## src/hdl/apm_pkg.sv

```systemverilog
// Package with shared types, constants and op codes of the peak meter.
`timescale 1ns / 1ps
package apm_pkg;
    localparam int CHANNELS    = 16;
    localparam int CH_W        = 4;
    localparam int SAMPLE_BITS = 24;
    localparam int DB_W        = 17;
    localparam logic signed [DB_W-1:0] FLOOR_DB = -17'sd65536;
    localparam logic [18:0] DB_PER_LOG2_Q16 = 19'd394566;

    localparam logic [2:0] OP_SAMPLE     = 3'd0;
    localparam logic [2:0] OP_BLOCK_END  = 3'd1;
    localparam logic [2:0] OP_READ       = 3'd2;
    localparam logic [2:0] OP_RESET      = 3'd3;
    localparam logic [2:0] OP_RESET_HOLD = 3'd4;

    localparam logic REG_FALLOFF = 1'b0;
    localparam logic REG_ACTIVE  = 1'b1;

    typedef struct packed {
        logic                   start;
        logic [SAMPLE_BITS-1:0] peak;
    } log_req_t;

    typedef struct packed {
        logic                   done;
        logic signed [DB_W-1:0] db;
    } log_rsp_t;
endpackage

```

## src/hdl/apm_log_unit.sv

```systemverilog
// Iterative peak-to-dB converter: one squaring per cycle, then one multiply.
`timescale 1ns / 1ps
module apm_log_unit (
    input  logic              aclk,
    input  logic              aresetn,
    input  apm_pkg::log_req_t req,
    output apm_pkg::log_rsp_t rsp
);
    typedef enum logic [4:0] {
        L_IDLE = 5'b00001,
        L_NORM = 5'b00010,
        L_SQ   = 5'b00100,
        L_MUL  = 5'b01000,
        L_DONE = 5'b10000
    } lstate_t;

    lstate_t state_reg, state_next;
    logic [apm_pkg::SAMPLE_BITS-1:0] p_reg;
    logic [4:0]  e_reg, e_next;
    logic [31:0] x_reg, x_next;
    logic [15:0] frac_reg, frac_next;
    logic [4:0]  cnt_reg, cnt_next;
    logic [44:0] prod_reg, prod_next;
    logic        zero_reg, zero_next;
    logic signed [apm_pkg::DB_W-1:0] db_reg, db_next;

    logic [63:0] sq;
    logic [31:0] sq30;
    logic [4:0]  msb;
    logic [22:0] l2, span_q16;
    logic [45:0] rnd;
    logic [21:0] mag;

    always_comb begin
        msb = '0;
        for (int i = 0; i < apm_pkg::SAMPLE_BITS; i++) begin
            if (p_reg[i]) begin
                msb = 5'(i);
            end
        end
    end

    assign sq   = 64'(x_reg) * 64'(x_reg);
    assign sq30 = sq[61:30];
    assign l2   = {2'b00, e_reg, frac_reg};
    assign span_q16 = (23'(apm_pkg::SAMPLE_BITS - 1) << 16) > l2 ?
                      (23'(apm_pkg::SAMPLE_BITS - 1) << 16) - l2 : '0;
    assign rnd  = {1'b0, prod_reg} + (46'd1 << 23);
    assign mag  = rnd[45:24];

    always_comb begin
        state_next = state_reg;
        e_next = e_reg;
        x_next = x_reg;
        frac_next = frac_reg;
        cnt_next = cnt_reg;
        prod_next = prod_reg;
        zero_next = zero_reg;
        db_next = db_reg;
        case (state_reg)
            L_IDLE: begin
                if (req.start) begin
                    state_next = L_NORM;
                end
            end
            L_NORM: begin
                zero_next = (p_reg == '0);
                e_next = msb;
                x_next = 32'({8'd0, p_reg} << (5'd30 - msb));
                frac_next = '0;
                cnt_next = '0;
                state_next = L_SQ;
            end
            L_SQ: begin
                if (sq30[31]) begin
                    frac_next = {frac_reg[14:0], 1'b1};
                    x_next = {1'b0, sq30[31:1]};
                end else begin
                    frac_next = {frac_reg[14:0], 1'b0};
                    x_next = sq30;
                end
                cnt_next = cnt_reg + 5'd1;
                if (cnt_reg == 5'd15) begin
                    state_next = L_MUL;
                end
            end
            L_MUL: begin
                // Product of the distance from full scale and dB per octave.
                prod_next = 45'(span_q16) * 45'(apm_pkg::DB_PER_LOG2_Q16);
                state_next = L_DONE;
            end
            L_DONE: begin
                if (zero_reg || mag >= 22'd65536) begin
                    db_next = apm_pkg::FLOOR_DB;
                end else begin
                    db_next = -$signed({1'b0, mag[15:0]});
                end
                state_next = L_IDLE;
            end
            default: state_next = L_IDLE;
        endcase
    end

    always_ff @(posedge aclk) begin
        if (!aresetn) begin
            state_reg <= L_IDLE;
        end else begin
            state_reg <= state_next;
        end
        if (state_reg == L_IDLE && req.start) begin
            p_reg <= req.peak;
        end
        e_reg <= e_next;
        x_reg <= x_next;
        frac_reg <= frac_next;
        cnt_reg <= cnt_next;
        prod_reg <= prod_next;
        zero_reg <= zero_next;
        db_reg <= db_next;
    end

    assign rsp.done = (state_reg == L_DONE);
    assign rsp.db   = db_next;
endmodule

```

## config.mk

```make
export PLATFORM = sky130hd
export DESIGN_NAME = apm_log_unit
export DESIGN_NICKNAME = d
export VERILOG_FILES = /design/src/hdl/apm_pkg.sv /design/src/hdl/apm_log_unit.sv
export SDC_FILE = /design/constraint.sdc
export NUM_CORES = 2
export LEC_CHECK = 0
export ABC_AREA = 1
export BUFFER_PORTS_ARGS = -buffer_cell sky130_fd_sc_hd__buf_2
export CORE_ASPECT_RATIO = 0.5
export CORE_UTILIZATION = 25
export DETAILED_ROUTE_END_ITERATION = 6
export SLEW_MARGIN = 20
export SYNTH_ARGS = -nofsm -noshare
export SYNTH_HDL_FRONTEND = slang
export SYNTH_SLANG_ARGS = --single-unit
```

## constraint.sdc

```tcl
create_clock -name aclk -period 8.6 [get_ports aclk]
set_clock_uncertainty 0.1 [all_clocks]
set_input_delay 1.72 -clock aclk [delete_from_list [all_inputs] [get_ports aclk]]
set_output_delay 1.72 -clock aclk [all_outputs]
set_load 0.02 [all_outputs]
```

## Word-level counts from Yosys, hierarchy flattened

Cells that the tools add are included.

| storage, ports and cells | value |
|---|---|
| bits in registers | 146 |
| input bits | 27 |
| output and inout port bits | 18 |
| word-level logic and storage cells | 66 |

| cells by class | value |
|---|---|
| $add $sub $neg | 5 |
| multipliers | 2 |
| magnitude comparators | 2 |
| equality and inequality tests | 8 |
| shifts and indexed selects | 1 |
| muxes and demuxes | 34 |
| reductions and logical operators | 5 |

Operator list:

| kind | number |
|---|---|
| 5-bit 2-to-1 mux | 24 |
| 32-bit case mux with 2 select lines | 1 |
| 32-bit by 32-bit multiplier with 62-bit output | 1 |
| 42-bit by 24-bit adder with 43-bit output, second input constant | 1 |
| 23-bit by 18-bit multiplier with 41-bit output, second input constant | 1 |
| 17-bit 2-to-1 mux | 2 |
| 16-bit case mux with 2 select lines | 1 |
| 24-bit by 5-bit left shift with 32-bit output | 1 |
| 31-bit 2-to-1 mux | 1 |
| 24-bit logical NOT | 1 |
| 23-bit 2-to-1 mux | 1 |
| 21-bit by 21-bit subtractor with 22-bit output, first input constant | 1 |
| 21-bit greater-than comparator, first input constant | 1 |
| 5-bit case mux with 4 select lines | 1 |
| 19-bit by 17-bit greater-or-equal comparator with 1-bit output, second input constant | 1 |
| 16-bit negation with 17-bit output | 1 |
| 5-bit by 4-bit == test with 1-bit output, second input constant | 2 |
| 5-bit case mux with 2 select lines | 1 |
| 5-bit by 1-bit adder with 5-bit output, second input constant | 1 |
| 5-bit by 1-bit == test with 1-bit output, second input constant | 1 |
| 5-bit by 2-bit == test with 1-bit output, second input constant | 1 |
| 5-bit by 3-bit == test with 1-bit output, second input constant | 1 |
| 5-bit == test, second input constant | 1 |
| 5-bit subtractor, first input constant | 1 |
| 6 further kinds | 8 |

## Depth between registers and ports, before layout

| depth | value |
|---|---|
| word-level depth | 26 |
| depth in mapped cells | 45 |
| gate-level depth less buffers | 45 |

## Worst setup path after synthesis

OpenSTA, ideal clock, no wires.

| timing path | value |
|---|---|
| kind | reg-to-reg |
| start point | register x_reg[14] |
| end point | register x_reg[26] (data pin) |
| library setup time | 0.253 ns |
| arrival | 7.350 ns |
| data required time | 8.247 ns |
| path slack | 0.897 ns |
| cell stages (with the launch flop) | 34 |
| path buffers | 2 |
| clock period less this slack | 7.703 ns |
| cells stage by stage | edfxtp_1 -> clkbuf_1 -> clkbuf_1 -> nand2_1 -> fa_1 -> inv_1 -> fa_1 -> inv_1 -> fa_1 -> fa_1 -> inv_1 -> fa_1 -> inv_1 -> fa_1 -> inv_1 -> fa_1 -> fa_1 -> ha_1 -> nand2_1 -> nor2_1 -> inv_1 -> nor3_1 -> inv_1 -> a21oi_1 -> o21ai_0 -> o2111ai_1 -> nand3_1 -> o211ai_1 -> a21oi_1 -> o21ai_0 -> xnor2_1 -> and2_1 -> o21a_1 -> nand2_1 |

| on the way | value |
|---|---|
| word-level cells in the longest chain between the ends | 3 |

RTL lines:

| item | RTL line | RTL |
|---|---|---|
| from (decl) | apm_log_unit.sv:20 | `logic [31:0] x_reg, x_next;` |
| from (signal assigned) | apm_log_unit.sv:114 | `x_reg <= x_next;` |
| 32-bit by 32-bit multiplier with 62-bit output | apm_log_unit.sv:43 | `assign sq = 64'(x_reg) * 64'(x_reg);` |
| 31-bit 2-to-1 mux | apm_log_unit.sv:75 | `if (sq30[31]) begin` |
| 32-bit case mux with 2 select lines | apm_log_unit.sv:60 | `case (state_reg)` |
| via x_next[26] | apm_log_unit.sv:20 |  |

The timed path passes the listed nets, and every way through them passes these cells.
A chain may end at the register's enable or synchronous reset.

## Worst setup path after layout

| timing path | value |
|---|---|
| start point | register x_reg[27] |
| end point | register x_reg[12] (data pin) |

Same word-level chain as after synthesis.

==> metrics.md <==
| Metric | Value |
|---|---|
| Quantity of I/O buffers inserted on ports | `44` |
| Async S/R FF share, synth | `0` |
| Avg Cell Area, Syn | `8.41 um^2` |
| Achievable Freq | `121 MHz` |
| Arrival time reported for the critical path endpoint | `8.31 ns` |
| Starting density of the core | `0.253` |
| HP Class | `flip-flop to flip-flop` |
| Vias after detailed routing | `30352` |
| Total Neg Setup Slack | `0 ns` |
| Post-synthesis cell count | `between 4000 and 5000` |
| Transition time at the pin with the least slew margin | `1.00 ns` |
| Final number of setup-violating endpoints | `0` |
| Buffer depth of the longest clock path | `2` |
| DRC violation total after the first TritonRoute iteration | `1687` |
| Horizontal extent of the die | `580 um` |
| Layout Area Growth over Synthesis | `9.90%` |
| Final RePlAce weighted congestion | `0.934` |
| GR Overflow Total | `0` |
| Pin count of the biggest net entering global routing | `54` |
| Number of antenna violations at the first check in global routing | `1` |
| Wire length of the first global-routing pass | `170 mm` |
| Clock latency on the worst-skew pair | `between 0.4 and 0.5 ns` |
| Via-to-Cell Ratio | `4.21` |
| Biggest area consumer among synthesized cells | `sky130_fd_sc_hd__fa_1` |
| Cts bufs inserted | `17` |
| Main flop type after synthesis | `sky130_fd_sc_hd__edfxtp_1` |
| Max FO, Critical Path | `13` |
| Total track usage | `0.124` |
| Number of distinct library cell variants in the gate-level netlist after synthesis | `53` |
| Vias in the first global route | `approximately 33000` |
| Count of TritonRoute iterations in the first routing pass | `6` |
| Max Slew Vio Count | `0` |
| EDFF count, synth | `~100` |
| Commonest cells after routing, fill and taps aside | `sky130_fd_sc_hd__inv_1 (1553), sky130_fd_sc_hd__fa_1 (874), sky130_fd_sc_hd__nand2_1 (864)` |
| Sinks on the clock net | `124` |
| Critical path required time | `8.67 ns` |
| Most frequent standard cell in the layout excluding fill and tap cells | `sky130_fd_sc_hd__inv_1` |
| Clock tree from TritonCTS | `done` |
| CORE AREA | `165000 um^2` |
| Layout cells sized above 1 | `0.0428` |
| Sequential-to-total area share from yosys stat | `0.0839` |
| Time the final worst path needs with I/O delays and setup | `roughly 8.2 ns` |
| Die area | `169000 um^2` |
| CTS H-tree lvls | `4` |
| Antenna violation net count after detailed routing | `0` |
| Count of boundary I/O pins | `45` |
| Post-synthesis sequential element count | `124` |
| Number of flip-flops under the largest register name | `32` |
| Post-Syn Area | `41700 um^2` |
| Number of remaining DRC errors | `0` |
| Slew Limit Headroom | `0.326` |
| Detail Placement HPWL | `87.2 mm` |
| Ys Warns | `0` |
| Max capacitance violation total | `0` |
| Unrepaired setup endpoints after global routing | `no` |
| Clock slew at reported path FFs | `0.07 ns` |
| CP startpoint kind | `flip-flop` |
| Number of buffers inserted by hold repair at cts | `0` |
| Start-to-end type of the worst setup path | `flip-flop to flip-flop` |
| Kind of end point of the critical path | `flip-flop` |
| Cell Rows | `around 110` |
| ANT cells | `0` |
| Die span in y | `291 um` |
| Top cells by area in the synthesized netlist | `sky130_fd_sc_hd__fa_1 (42%), sky130_fd_sc_hd__inv_1 (14%), sky130_fd_sc_hd__ha_1 (14%), sky130_fd_sc_hd__nand2_1 (7.8%), sky130_fd_sc_hd__edfxtp_1 (7.3%)` |
| Share of the synthesized area in the top cell type | `0.419` |
| Clock root cell | `sky130_fd_sc_hd__clkbuf_16` |
| Routed WL | `101 mm` |
| Average wire per standard cell | `14.1 um` |
| Outcome | `finished clean` |
| Tcrit/Tclk final | `0.958` |
| Nets | `~6400` |
| Final Hold Violating Endpoints | `0` |
## area by class of cell
| cell class | instances | area (um^2) |
|---|---|---|
| fill | 17640 | 119000 |
| multi-input combinational | 3154 | 32000 |
| inverter | 1561 | 5860 |
| sequential | 124 | 3500 |
| tap | 2193 | 2740 |
| timing repair buffer | 151 | 1230 |
| clock buffer | 19 | 443 |
| clock inverter | 13 | 133 |
## through the flow
stage          worst slack, ns  std cells  hold slack [ns]  cell area (um^2)  utilization
6_report                 0.364       7215            0.352             45900        0.278
3_5_place_dp             0.151       7159            0.346             44900        0.273
3_3_place_gp            0.0845       7159            0.329             44900        0.273
2_1_floorplan            0.897       4971            0.427             41800            -
5_1_grt                0.00502       7215            0.374             45900        0.278
4_1_cts                  0.103       7191            0.361             45500        0.276
## routing by layer
| layer | global-route usage | wire [um] |
|---|---|---|
| met1 | 0.167 | 46400 |
| met4 | 0.0271 | 1850 |
| met5 | 0 | 13 |
| met2 | 0.218 | 49900 |
| met3 | 0.00711 | 3230 |
## synth_stat cells (3+ instances only)
library cell / instances
sky130_fd_sc_hd__clkbuf_1: 111
sky130_fd_sc_hd__edfxtp_1: 102
sky130_fd_sc_hd__a31o_2: 6
sky130_fd_sc_hd__inv_2: 4
sky130_fd_sc_hd__dfxtp_1: 22
sky130_fd_sc_hd__xnor2_1: 39
sky130_fd_sc_hd__o22a_1: 5
sky130_fd_sc_hd__ha_1: 463
sky130_fd_sc_hd__fa_1: 874
sky130_fd_sc_hd__o2111ai_1: 3
sky130_fd_sc_hd__nor2_1: 191
sky130_fd_sc_hd__o21a_1: 13
sky130_fd_sc_hd__o211ai_1: 19
sky130_fd_sc_hd__a21o_1: 9
sky130_fd_sc_hd__clkinv_1: 4
sky130_fd_sc_hd__nand4_1: 21
sky130_fd_sc_hd__nor4_1: 17
sky130_fd_sc_hd__nand3b_1: 3
sky130_fd_sc_hd__a21oi_1: 153
sky130_fd_sc_hd__o31ai_1: 8
sky130_fd_sc_hd__a211oi_1: 4
sky130_fd_sc_hd__buf_2: 5
sky130_fd_sc_hd__o21bai_1: 14
sky130_fd_sc_hd__a31oi_1: 23
sky130_fd_sc_hd__nor3_1: 35
sky130_fd_sc_hd__o221ai_1: 6
sky130_fd_sc_hd__nand2_1: 865
sky130_fd_sc_hd__nand3_1: 187
sky130_fd_sc_hd__o21ai_0: 83
sky130_fd_sc_hd__buf_1: 15
sky130_fd_sc_hd__a22oi_1: 3
sky130_fd_sc_hd__or2_2: 6
sky130_fd_sc_hd__inv_1: 1553
sky130_fd_sc_hd__xor2_1: 73
## worst max-delay path, stage by stage (launching register included)
cell and delay (ns):
sky130_fd_sc_hd__edfxtp_1 0.65, sky130_fd_sc_hd__buf_4 0.24, sky130_fd_sc_hd__nand2_1 0.09, sky130_fd_sc_hd__inv_1 0.09, sky130_fd_sc_hd__fa_1 0.42, sky130_fd_sc_hd__ha_1 0.32
sky130_fd_sc_hd__xor2_1 0.23, sky130_fd_sc_hd__fa_1 0.50, sky130_fd_sc_hd__fa_1 0.55, sky130_fd_sc_hd__inv_1 0.05, sky130_fd_sc_hd__fa_1 0.48, sky130_fd_sc_hd__fa_1 0.46
sky130_fd_sc_hd__fa_1 0.57, sky130_fd_sc_hd__fa_1 0.43, sky130_fd_sc_hd__ha_1 0.39, sky130_fd_sc_hd__a21oi_1 0.29, sky130_fd_sc_hd__inv_1 0.07, sky130_fd_sc_hd__a21oi_1 0.27
sky130_fd_sc_hd__nor2_1 0.07, sky130_fd_sc_hd__nor2_1 0.25, sky130_fd_sc_hd__o31ai_1 0.11, sky130_fd_sc_hd__a21oi_1 0.18, sky130_fd_sc_hd__nand3_1 0.11, sky130_fd_sc_hd__nand2_2 0.22
sky130_fd_sc_hd__nand2_2 0.22, sky130_fd_sc_hd__o211ai_1 0.58
## cell families (layout without fill, tap and decap cells)
kind of cell | Yosys count | count (layout) | share of synthesized area
DFF | 124 | 124 | 0.0839
adders and majority gates | 1337 | 1337 | 0.558
buffers and inverters | 1693 | 1744 | 0.153
other | 2 | 8 | 0.000180
and+or+nand+nor | 1333 | 1333 | 0.130
xor gates and xnor gates | 113 | 113 | 0.0239
AOI/OAI and AO/OA | 363 | 363 | 0.0512
## final timing paths
kind / from / end / slack, ns / cells past startpoint
min reg2reg: db_reg[12] / db_reg[12] / 0.35 / 1
max: x_reg[27] / x_reg[12] / 0.36 / 25
max reg2reg: x_reg[27] / x_reg[12] / 0.36 / 25
min: db_reg[12] / db_reg[12] / 0.35 / 1
## what timing repair did
action                                  CTS  global route
endpoints found under the setup margin    0            33
gates resized for setup                   0            17
buffers inserted                          0            23
Power is not shown: default switching activity piles up to over one toggle a cycle in this logic, so the estimate is an artifact.
